[src/rtl/multichannel_biquad_filter_macros.svh]
// ----------------------------------------------------------------------------
// multichannel biquad filter assertion macros
// shared concurrent assertion forms, clocked on clk_i and gated by rst_ni
// ----------------------------------------------------------------------------
`ifndef MULTICHANNEL_BIQUAD_FILTER_MACROS_SVH
`define MULTICHANNEL_BIQUAD_FILTER_MACROS_SVH

// property must hold at every edge out of reset
`define MBQ_ASSERT(name, prop, msg) \
  name: assert property (@(posedge clk_i) disable iff (!rst_ni) (prop)) else $error(msg);

// condition must never be seen out of reset
`define MBQ_ASSERT_NEVER(name, cond, msg) \
  name: assert property (@(posedge clk_i) disable iff (!rst_ni) !(cond)) else $error(msg);

`endif

[src/rtl/mbq_pkg.sv]
// ----------------------------------------------------------------------------
// mbq_pkg
// shared constants and types of the multichannel biquad filter
// ----------------------------------------------------------------------------
package mbq_pkg;

  localparam int unsigned DEF_CHANNELS    = 8;
  localparam int unsigned DEF_SAMPLE_BITS = 16;

  localparam int unsigned CHAN_W     = 3;   // channel tag width
  localparam int unsigned COEF_W     = 20;  // signed q4.16
  localparam int unsigned FRAC_BITS  = 16;
  localparam int unsigned NUM_COEFS  = 5;
  localparam int unsigned CFG_IDX_W  = 3;
  localparam int unsigned MAX_ADDR_W = 6;   // up to 64 channels

  // configuration register index
  typedef enum logic [CFG_IDX_W-1:0] {
    REG_FF0 = 3'd0,
    REG_FF1 = 3'd1,
    REG_FF2 = 3'd2,
    REG_FB1 = 3'd3,
    REG_FB2 = 3'd4
  } cfg_reg_e;

  // source of the history word returned by the memory
  typedef enum logic [1:0] {
    RD_MEM,
    RD_ZERO,
    RD_FWD
  } rd_sel_e;

  // history memory command
  typedef struct packed {
    logic                  rd_en;
    logic [MAX_ADDR_W-1:0] rd_addr;
    logic                  wr_en;
    logic [MAX_ADDR_W-1:0] wr_addr;
  } mem_cmd_t;

endpackage

[src/rtl/mbq_hist_mem.sv]
// ----------------------------------------------------------------------------
// mbq_hist_mem
// per-channel history memory, registered read, valid bits, write-first bypass
// ----------------------------------------------------------------------------
module mbq_hist_mem #(
  parameter int unsigned CHANNELS = mbq_pkg::DEF_CHANNELS,
  parameter int unsigned HIST_W   = 4 * mbq_pkg::DEF_SAMPLE_BITS
) (
  input  logic              clk_i,
  input  logic              rst_ni,
  input  mbq_pkg::mem_cmd_t cmd_i,
  input  logic [HIST_W-1:0] wr_data_i,
  output logic [HIST_W-1:0] rd_data_o
);
  import mbq_pkg::*;

  localparam int unsigned AddrW = (CHANNELS > 1) ? $clog2(CHANNELS) : 1;

  logic [HIST_W-1:0]   mem_q [CHANNELS];
  logic [HIST_W-1:0]   rd_q;
  logic [HIST_W-1:0]   fwd_q;
  logic [CHANNELS-1:0] vld_q;
  rd_sel_e             sel_q;
  rd_sel_e             sel_d;
  logic [AddrW-1:0]    rd_addr;
  logic [AddrW-1:0]    wr_addr;

  assign rd_addr = cmd_i.rd_addr[AddrW-1:0];
  assign wr_addr = cmd_i.wr_addr[AddrW-1:0];

  always_ff @(posedge clk_i) begin
    if (cmd_i.wr_en) begin
      mem_q[wr_addr] <= wr_data_i;
    end
    if (cmd_i.rd_en) begin
      rd_q  <= mem_q[rd_addr];
      fwd_q <= wr_data_i;
    end
  end

  // same-cycle write to the read entry wins, unwritten entries read zero
  always_comb begin
    sel_d = sel_q;
    if (cmd_i.rd_en) begin
      if (cmd_i.wr_en && (wr_addr == rd_addr)) begin
        sel_d = RD_FWD;
      end else if (!vld_q[rd_addr]) begin
        sel_d = RD_ZERO;
      end else begin
        sel_d = RD_MEM;
      end
    end
  end

  always_ff @(posedge clk_i or negedge rst_ni) begin
    if (!rst_ni) begin
      vld_q <= '0;
      sel_q <= RD_ZERO;
    end else begin
      sel_q <= sel_d;
      if (cmd_i.wr_en) begin
        vld_q[wr_addr] <= 1'b1;
      end
    end
  end

  always_comb begin
    case (sel_q)
      RD_MEM:  rd_data_o = rd_q;
      RD_FWD:  rd_data_o = fwd_q;
      default: rd_data_o = '0;
    endcase
  end

endmodule
[config.mk]
export PLATFORM = sky130hd
export DESIGN_NAME = mbq_hist_mem
export DESIGN_NICKNAME = d
export VERILOG_FILES = /design/src/rtl/multichannel_biquad_filter_macros.svh /design/src/rtl/mbq_pkg.sv /design/src/rtl/mbq_hist_mem.sv
export SDC_FILE = /design/constraint.sdc
export NUM_CORES = 1
export LEC_CHECK = 0
export BUFFER_PORTS_ARGS = -buffer_cell sky130_fd_sc_hd__buf_4
export CORE_ASPECT_RATIO = 1.4
export CORE_MARGIN = 3
export CORE_UTILIZATION = 40
export CTS_BUF_LIST = sky130_fd_sc_hd__clkbuf_4 sky130_fd_sc_hd__clkbuf_8 sky130_fd_sc_hd__clkbuf_16
export CTS_CLUSTER_SIZE = 24
export DETAILED_ROUTE_END_ITERATION = 8
export PLACE_DENSITY = 0.62
export SLEW_MARGIN = 30
export SYNTH_ARGS = -nofsm -noshare
export SYNTH_HDL_FRONTEND = slang
export SYNTH_SLANG_ARGS = --single-unit
[constraint.sdc]
create_clock -name clk_i -period 2 [get_ports clk_i]
set_input_delay 0.2 -clock clk_i [delete_from_list [all_inputs] [get_ports clk_i]]
set_output_delay 0.2 -clock clk_i [all_outputs]
set_load 0.02 [all_outputs]
After elaboration in Yosys (flattened, before gate mapping)

Memories as Yosys holds them, arrays and structs flattened. A register that Yosys moved wholly into a read port is not among the register bits.
Index checks and enable logic that the tools add are counted.

Output and inout bits: 64
Bits in registers: 74
Word-level logic and storage cells: 22
Memory bits (writable): 512
Memories: 1

Memories:

| memory | words | width | read ports | clocked after Yosys merged registers in | wr ports | line               | source |
|---|---|---|---|---|---|---|---|
| mem_q  | 8     | 64    | 1          | 1                                       | 1        | mbq_hist_mem.sv:19 | `logic [HIST_W-1:0] mem_q [CHANNELS];` |

Bitwise gates (word level): 1
Reduce and logical (&&, ||, !) cells: 3
Order comparisons: 3
Equal/unequal tests: 2
Muxes and demuxes: 9

Operators by type and width:

| cell                                                               | number |
|---|---|
| case mux 64 bit (2 select lines)                                   | 1 |
| less-than comparator 3 x 4 -> 1 bit (second input constant)        | 2 |
| bitwise OR 8 bit                                                   | 1 |
| two-way mux 1 bit                                                  | 5 |
| binary-select mux 1 bit (select 3 bit)                             | 1 |
| demux 1 bit (select 3 bit)                                         | 1 |
| == test 3 bit                                                      | 1 |
| greater-or-equal comparator 3 x 1 -> 1 bit (second input constant) | 1 |
| == test 2 bit (second input constant)                              | 1 |
| logical AND 1 bit                                                  | 2 |
| logical NOT 2 bit                                                  | 1 |
| two-way mux 2 bit                                                  | 1 |

Depth between registers and ports, before layout

Gate-level depths: netlist of run 1.

Depth in word-level cells: 5
Gate-level depth with buffers: 5
Mapped depth without buffers: 3

Worst setup path before layout of run 1

No wires, ideal clock.

Kind: input-to-reg
Start: input port cmd_i[2] (netlist name)
End: register vld_q[0]
Data required time: 1908 ps
Data arrival time: 5265 ps
Stages on the path: 3
Setup slack: -3357 ps
Cells stage by stage: nand2b_1 -> nor3_1 -> or2_2

Cells in the longest elaborated chain, start to end: 5
Elaborated cells on any way between the ends: 6
Classes of those cells: 2 x order compare; 2 x mux; 1 x bitwise; 1 x reduce/logical

RTL lines:

| item                                                                                                                           | line               | source |
|---|---|---|
| from (decl)                                                                                                                    | mbq_hist_mem.sv:11 | `input mbq_pkg::mem_cmd_t cmd_i,` |
| less-than comparator 3 x 4 -> 1 bit (not written as such) / greater-or-equal comparator 3 x 1 -> 1 bit (equally long branches) | mbq_hist_mem.sv:62 | `vld_q[wr_addr] <= 1'b1;` |
| logical AND 1 bit (not written as such)                                                                                        | mbq_hist_mem.sv:62 |  |
| two-way mux 1 bit (not written as such)                                                                                        | mbq_hist_mem.sv:62 |  |
| demux 1 bit (select 3 bit) *                                                                                                   | mbq_hist_mem.sv:62 |  |
| bitwise OR 8 bit (no line) *                                                                                                   | --                 |  |
| to (signal assigned)                                                                                                           | mbq_hist_mem.sv:57 | `vld_q <= '0;` |
| to (signal, indexed assignment)                                                                                                | mbq_hist_mem.sv:62 |  |
| to (decl)                                                                                                                      | mbq_hist_mem.sv:22 | `logic [CHANNELS-1:0] vld_q;` |

Every way passes the cells marked *; elsewhere a longest branch is shown, timed or not.
A chain may end at the register's enable or synchronous reset.

Final worst setup path of run 1

Start: register sel_q[1]
End: output port rd_data_o[14]

Cells in the longest elaborated chain, start to end: 2
Elaborated cells on any way between the ends: 3
Classes of those cells: 1 x eq/ne; 1 x mux; 1 x reduce/logical

RTL lines:

| item                                                      | line               | source |
|---|---|---|
| from (decl)                                               | mbq_hist_mem.sv:23 | `rd_sel_e sel_q;` |
| from (signal assigned)                                    | mbq_hist_mem.sv:60 | `sel_q <= sel_d;` |
| == test 2 bit / logical NOT 2 bit (equally long branches) | mbq_hist_mem.sv:68 | `case (sel_q)` |
| case mux 64 bit (2 select lines) *                        | mbq_hist_mem.sv:68 |  |
| to (decl)                                                 | mbq_hist_mem.sv:13 | `output logic [HIST_W-1:0] rd_data_o` |

Marks and branches as above.

==> results of run 1 <==
==> stage by stage <==
step	setup WS, ns	utilization, %	instances	hold slack, ns	setup TNS, ns
floorplan	-0.486	-	1052	-0.0956	-194.58
global placement	0.118	45.2	2004	0.0343	0
detailed placement	0.0994	45.2	2004	0.0367	0
CTS	-0.190	49.8	2183	0.0398	-5.47
global route	-0.193	50.5	2193	0.0668	-7.05
finish	-0.139	50.5	2193	0.0758	-2.76
==> where the power goes <==
group          internal [mW]  leakage (nW)  switching, mW  total (mW)
Combinational           1.26          2.98           1.32        2.58
Clock                   6.31         0.955           4.68        11.0
Sequential              15.6          6.00          0.173        15.8
==> layout make-up <==
class	count	area [µm²]	share of cell area, %
flip-flops and latches	650	19500	64.2
repair buffers	277	2890	9.52
multi-input cells	351	5050	16.7
diodes	1	2.50	0.00825
well taps	810	1010	3.34
clock inverters	25	233	0.767
clock buffers	78	1660	5.46
inverters	1	3.75	0.0124
==> flip-flops by register name (all words and copies together), names as in the netlist <==
name,count
rd_q,64
fwd_q,64
sel_q,2
vld_q,8
mem_q,512
==> worst paths after layout <==
path | from | end | slack, ns | depth (start not counted)
setup reg to reg | mem_q[6][43]$_DFFE_PP_ | rd_q[43]$_DFFE_PP_ | 0.60 | 2
hold reg to reg | vld_q[2]$_DFFE_PN0P_ | vld_q[2]$_DFFE_PN0P_ | 0.47 | 1
hold / removal | cmd_i[2] | sel_q[1]$_DFFE_PN0P_ | 0.08 | 4
max in group asynchronous | rst_ni | sel_q[1]$_DFFE_PN0P_ | 1.00 | 3
setup / recovery | sel_q[1]$_DFFE_PN0P_ | rd_data_o[14] | -0.14 | 5
min in group asynchronous | rst_ni | sel_q[0]$_DFFE_PN1P_ | 0.15 | 2
==> worst register-to-register path: cells and delay by family (launching register included) <==
kind,cells,cell delay [ns]
DFF,1,0.40
muxes,2,0.76
==> Yosys cell counts <==
master,n
dfrtp_1,9
edfxtp_1,640
or2_2,8
nand2_1,2
buf_4,1
mux2i_1,66
inv_1,1
nor2b_1,1
buf_6,10
dfstp_2,1
buf_2,9
nor3_1,2
nand4_1,1
mux2_2,64
nand2b_1,3
mux4_2,130
xnor2_1,3
a31o_1,1
nor2_1,70
clkbuf_1,14
buf_1,16
==> cell families (layout without fill, tap and decap cells) <==
| group | after synthesis | in the layout | synth area share [%] |
|---|---|---|---|
| compound gates | 1 | 1 | 0.0358 |
| xor+xnor | 3 | 3 | 0.107 |
| buf+inv | 51 | 381 | 1.15 |
| flops | 650 | 650 | 79.6 |
| mux | 260 | 260 | 17.6 |
| other cells | 0 | 1 | 0 |
| simple gates | 87 | 87 | 1.48 |
==> per-layer routing <==
layer	track usage (%)	vias to the layer above	routed length, µm
met3	2.18	60	2040
met5	0	-	0
met1	20.8	6135	21600
met4	3.75	0	855
li1	-	4928	-
met2	28.7	260	27600
==> what timing repair did <==
item | in CTS | in global routing
endpoints found under the hold margin | 592 | 0
setup buffers | 7 | 5
pin swaps | 1 | 11
hold buffers | 68 | 0
gates cloned | 1 | 7
setup endpoints to repair | 64 | 64
gates resized for setup | 28 | 57
==> qor.yml, run 1 <==
grt_usage_pct: 16.0
ys_seq_elements: 650
status: "complete, but fails checks"
syn2layout_area_growth_pct: 24.0
syn_avg_cell_area_um2: 23.2
crit_chain: "buf_12 -> clkbuf_16 -> mux2i_1 -> nor2_1 -> buf_4"
placementRows: 106
gp_congestion: 0.690
layout_common_cells: "edfxtp_1, buf_4, mux4_2"
grt_max_degree: 66
portBuffers: 137
routedWlPerCell_um: 23.8
vias: 11400
fillers: 4725
dpl_cell_area_um2: 27100
setup_viol: 42
cts.path.max_buffers: 3
start_util_pct: 40.7
overflow: 0
slew_headroom_pct: 65.4
die-area_um2: 64200
drcViolationCount: 0
firstDrtPassIters: 6
antenna_left: 0
grt_pass1_wl_um: 77800
finalHoldViolations: 0
synthTopCellsByArea: "edfxtp_1, mux4_2, mux2_2"
max_freq_mhz: 467
cts_max_level: 2
ir_worst_vdd_uv: 657
start_kind: "flop"
cp.arrival_ns: 1.94
clock-root-buffer: "clkbuf_16"
syn_nets: 1132
finalWorstSetupSlack_ns: -0.139
drv_cap: 0
ios: 144
synth-seq-area-share_pct: 79.6
drv_slew: 0
grt_pass1_vias: 12300
final_common_cell: "edfxtp_1"
die_w_um: 215
critPathSlowestCell: "dfrtp_4"
synth-warning-count: 0
tritoncts.num_buffers: 57
clk-insertion-delay-late_ns: 0.59
cts_tree: "done"
antenna_found_initial: 1
synth_top_cell_by_area: "edfxtp_1"
critical_path_class: "flop to primary output"
coreArea_um2: 60100
crit_buf_inv: 3
drive_gt1_share_pct: 40.6
numClockSinks: 650
dp_hpwl_um: 28500
yosysUniqueCellTypes: 21
drt_iter0_drc: 842
cp_data_required_time_ns: 1.80
worst_pin_slew_ns: 0.519
final_cell_area_um2: 30300
synth.top_cell.area_share_pct: 78.6
clk_pin_slew_ns: 0.06
cp_top_family: "flip-flops"
synth_cells: 1052
wl_um: 52200
worstPathMaxFanout: 6
synthesis.area_um2: 24500
fin_nets: 1418
end_kind: "primary output"
via_per_inst: 5.19
p_per_area_nw_per_um2: 968
max_stage_delay_ns: 0.52
fin_crit_ns: 2.14
clock_skew_ns: 0.0187
die_h_um: 299
finalPower_mw: 29.3
fin_crit_sh_pct: 107
hold_class: "input pin to flop"
p_leak_nw: 9.94
violations: "setup timing"
rsz0062_at_grt: "yes"
Note: power is estimated with default switching activity, not from simulation.
==> inputs of run 2 (changes only) <==
CORE_UTILIZATION = 55   (was 40)
PLACE_DENSITY = 0.79   (was 0.62)
==> run 2 against run 1 <==
Compared with the run above: the flow still finishes with violations (setup timing); sequential share of layout area up 2.2 points; combinational power fell by 5%; total power fell by 2.9%; largest cell class unchanged; largest power group unchanged.
==> qor.yml, run 2 (synthesis results as in run 1) <==
placementRows: 90
clock-root-buffer: "clkbuf_16"
drive_gt1_share_pct: 36.7
cp_data_required_time_ns: 1.80
rsz0062_at_grt: "yes"
top_regs: "mem_q x512, fwd_q x64, rd_q x64"
clk_pin_slew_ns: 0.07
tritoncts.num_buffers: 53
start_kind: "flop"
final_cell_area_um2: 29300
cts_tree: "done"
coreArea_um2: 43500
holdWs_ns: 0.0389
min_path_cells: 3
preCtsSetupSlack_ns: 0.171
fin_crit_sh_pct: 107
numClockSinks: 650
drv_cap: 0
p_leak_nw: 9.63
cp.arrival_ns: 1.95
cts_max_level: 2
grt_max_degree: 66
wirelength_met1_um: 19100
grt_pass1_wl_um: 75500
die-area_um2: 47100
dpl_cell_area_um2: 26700
vias: 11400
portBuffers: 137
drcViolationCount: 0
grt_usage_pct: 21.4
start_util_pct: 56.3
max_freq_mhz: 465
drt_iter0_drc: 1131
critical_path_class: "flop to primary output"
hold_class: "input pin to flop"
r2r_cells: 2
post-route-util_pct: 67.4
die_w_um: 184
dp_hpwl_um: 25000
overflow: 0
wl_um: 49300
fin_nets: 1384
gp_congestion: 0.723
fin_crit_ns: 2.15
final_common_cell: "edfxtp_1"
wl_met2_um: 25500
die_h_um: 256
cts.path.max_buffers: 3
finalWorstSetupSlack_ns: -0.149
firstDrtPassIters: 5
worstPathMaxFanout: 10
ir_worst_vdd_uv: 709
layout_common_cells: "edfxtp_1, buf_4, mux4_2"
end_kind: "primary output"
via_per_inst: 6.01
fillers: 2550
finalHoldViolations: 0
setup_viol: 64
grt_pass1_vias: 12300
largest-register: "mem_q"
antenna_left: 0
violations: "setup timing"
largest_reg_flops: 512
wl_met3_um: 3260
clk-insertion-delay-late_ns: 0.59
status: "complete, but fails checks"
worst_pin_slew_ns: 0.511
drv_slew: 0
syn2layout_area_growth_pct: 19.9
routedWlPerCell_um: 25.9
ios: 144
clock_skew_ns: 0.0129
tns_ns: -3.36
highest_layer: "met4"
antenna_found_initial: 3
p_per_area_nw_per_um2: 972
slew_headroom_pct: 65.9
## run 2: cell types whose count changed in the layout (fill, tap and decap cells not counted), moves of 3 or more
cell,previous run,this run
clkinv_2,12,7
mux2i_4,14,2
nor2_1,48,54
clkbuf_4,13,10
clkbuf_16,64,54
buf_6,19,9
buf_4,147,136
mux2i_2,10,7
clkbuf_8,7,0
nor2_2,16,9
buf_12,34,30
mux2i_1,42,57
clkinv_1,5,16
## run 2: path summary, 6_finish.rpt
kind | startpoint | endpoint | slack, ns
max in group asynchronous | rst_ni | sel_q[1]$_DFFE_PN0P_ | 0.98
min in group asynchronous | rst_ni | sel_q[0]$_DFFE_PN1P_ | 0.13
max reg2reg | mem_q[7][46]$_DFFE_PP_ | rd_q[46]$_DFFE_PP_ | 0.51
min | cmd_i[6] | sel_q[1]$_DFFE_PN0P_ | 0.04
max | sel_q[1]$_DFFE_PN0P_ | rd_data_o[44] | -0.15
min reg2reg | vld_q[7]$_DFFE_PN0P_ | vld_q[7]$_DFFE_PN0P_ | 0.48
## run 2: area by class of cell
class                   count  area (µm²)  area share [%]
clock buffers              63        1400            4.78
inverters                   1        3.75          0.0128
repair buffers            247        2530            8.64
well taps                 552         691            2.36
multi-input cells         351        4880            16.6
clock inverters            33         325            1.11
diodes                      3        7.51          0.0256
flip-flops and latches    650       19500            66.4
## run 2: layer usage
metal | global-route usage [%] | vias up
li1 | - | 4861
met1 | 29.9 | 5933
met2 | 35.3 | 522
met3 | 3.21 | 96
met4 | 7.12 | 0
met5 | 0 | -
## run 2: worst max-delay path, stage by stage, from the launching register on
cell and delay [ns]:
dfrtp_4 0.56, clkbuf_16 0.25, mux2i_2 0.31, nor2_1 0.07, buf_4 0.16
## run 2: timing repair
action / in CTS / in global routing
hold endpoints to repair: 586 / 0
endpoints found under the setup margin: 56 / 64
buffers inserted: 3 / 0
hold buffers: 66 / 0
gates cloned: 3 / 1
pin swaps: 1 / 2
gates resized for setup: 20 / 12
## run 2: power by group
part	switching, mW	internal [mW]
registers	0.171	15.6
clock network	4.51	5.78
logic	1.29	1.15
## run 2: metrics by stage
stage                     power (mW)  std cells
after global routing            29.4       1899
after global placement          18.2       1728
final                           28.5       1900
after detailed placement        18.3       1728
after floorplan                 17.2       1052
after CTS                       28.7       1896
==> inputs of run 3 (changes only) <==
CELL_PAD_IN_SITES_DETAIL_PLACEMENT = 1   (was default)
CELL_PAD_IN_SITES_GLOBAL_PLACEMENT = 2   (was default)
CORE_UTILIZATION = 52   (was 55)
PLACE_DENSITY = 0.9   (was 0.79)
==> run 3 against run 2 <==
Compared with the run above: the run still ends with setup timing left; hold slack improved by 0.012 ns; maximum frequency decreased by 0.65%; final cell count increased by 4.9%; die area increased by 5.6%; total power increased by 4.1%; sequential power about the same; count of clock-buffer cells in the layout increased by 15; clock skew increased by 0.017 ns; sequential cell count unchanged; core utilization decreased by 2.4 points; non-clock buffer count increased by 20; critical path type unchanged; critical endpoint is now rd_data_o[16]; largest cell class unchanged; highest routed layer is now met5.
==> qor.yml, run 3 (synthesis results as in run 1) <==
final_cell_area_um2: 30000
finalWorstSetupSlack_ns: -0.163
largest-register: "mem_q"
top_regs: "mem_q x512, fwd_q x64, rd_q x64"
vias: 11800
wl_met2_um: 32400
drcViolationCount: 0
grt_pass1_wl_um: 89000
dpl_cell_area_um2: 26900
placementRows: 93
die-area_um2: 49700
pwr-share-seq_pct: 53.4
p_leak_nw: 9.92
drv_cap: 0
clock_skew_ns: 0.0300
internal_power_mw: 23.2
clock-root-buffer: "clkbuf_16"
ios: 144
ir_worst_vdd_uv: 719
cp_data_required_time_ns: 1.80
rsz0062_at_grt: "yes"
worst_pin_slew_ns: 0.674
antenna_left: 0
syn2layout_area_growth_pct: 22.8
holdWs_ns: 0.0513
status: "complete, but fails checks"
portBuffers: 137
grt_usage_pct: 24.5
worstPathMaxFanout: 18
fin_crit_ns: 2.16
p_clk_share_pct: 37.7
gp_congestion: 0.683
drive_gt1_share_pct: 39.6
grt_max_degree: 66
p_switching_mw: 6.48
via_per_inst: 5.91
slew_headroom_pct: 54.9
pwr-share-comb_pct: 8.9
drt_iter0_drc: 1261
critical_path_class: "flop to primary output"
coreArea_um2: 46200
finalHoldViolations: 0
overflow: 0
grt_pass1_vias: 13100
die_h_um: 263
violations: "setup timing"
cts_tree: "done"
max_freq_mhz: 462
hold_class: "input pin to flop"
cts.path.max_buffers: 3
wl_met3_um: 3170
preCtsSetupSlack_ns: 0.164
routedWlPerCell_um: 30.3
die_w_um: 189
dp_hpwl_um: 30600
tritoncts.num_buffers: 57
fin_nets: 1408
fin_crit_sh_pct: 108
antenna_found_initial: 1
sw_frac_of_total_pct: 21.8
final_common_cell: "edfxtp_1"
cts_max_level: 2
firstDrtPassIters: 5
drv_slew: 0
finalPower_mw: 29.7
wirelength_met1_um: 23400
layout_common_cells: "edfxtp_1, buf_4, mux4_2"
wl_um: 60400
start_util_pct: 52.9
largest_reg_flops: 512
dp_cells: 1800
start_kind: "flop"
highest_layer: "met5"
diodes: 0
clk_pin_slew_ns: 0.06
cp.arrival_ns: 1.96
clk-insertion-delay-late_ns: 0.61
fin_cells: 1993
p_per_area_nw_per_um2: 988
numClockSinks: 650
setup_viol: 63
end_kind: "primary output"
run 3: layout make-up:
cell class	count	area [µm²]
inverter	1	3.75
tap	617	772
fill	3706	16200
clock inverter	29	277
timing repair buffer	267	2900
sequential	650	19500
multi-input combinational	351	4980
clock buffer	78	1630
run 3: critical path: stages (launching register included):
cell and delay, ns:
dfrtp_4 0.55, buf_12 0.24, mux2i_2 0.32, nor2_1 0.08
buf_4 0.16
run 3: what timing repair did:
| item | in CTS | in global routing |
|---|---|---|
| setup endpoints to repair | 62 | 64 |
| cloned | 5 | 3 |
| pin swaps | 3 | 1 |
| endpoints found under the hold margin | 602 | 0 |
| gates resized for setup | 39 | 27 |
| setup buffers | 7 | 2 |
| hold buffers | 69 | 0 |
run 3: metal layers:
layer,vias up,GRT usage [%]
li1,4916,-
met1,6313,32.4
met2,463,43.3
met3,91,2.94
met4,2,7.30
met5,-,0
run 3: worst paths after layout:
check / startpoint / end / slack, ns / cells past startpoint
setup / recovery: sel_q[1]$_DFFE_PN0P_ / rd_data_o[16] / -0.16 / 4
hold / removal: cmd_i[1] / mem_q[4][1]$_DFFE_PP_ / 0.05 / 2
setup reg to reg: mem_q[0][56]$_DFFE_PP_ / rd_q[56]$_DFFE_PP_ / 0.49 / 2
hold reg to reg: vld_q[4]$_DFFE_PN0P_ / vld_q[4]$_DFFE_PN0P_ / 0.48 / 1
max in group asynchronous: rst_ni / sel_q[1]$_DFFE_PN0P_ / 0.42 / 4
min in group asynchronous: rst_ni / vld_q[2]$_DFFE_PN0P_ / 0.53 / 3
run 3: through the flow:
stage	utilization (%)	setup TNS, ns
floorplan	-	-194.58
finish	65.0	-5.06
detailed placement	58.2	0
global route	65.0	-9.40
CTS	64.6	-8.91
global placement	58.2	0
run 3: power by group through the flow:
stage	Sequential [mW]	Combinational, mW	Clock, mW
floorplan	16.0	1.23	0
global placement	16.0	2.21	0
detailed placement	16.1	2.30	0
CTS	15.8	2.59	11.3
global route	15.9	2.81	11.9
finish	15.8	2.65	11.2
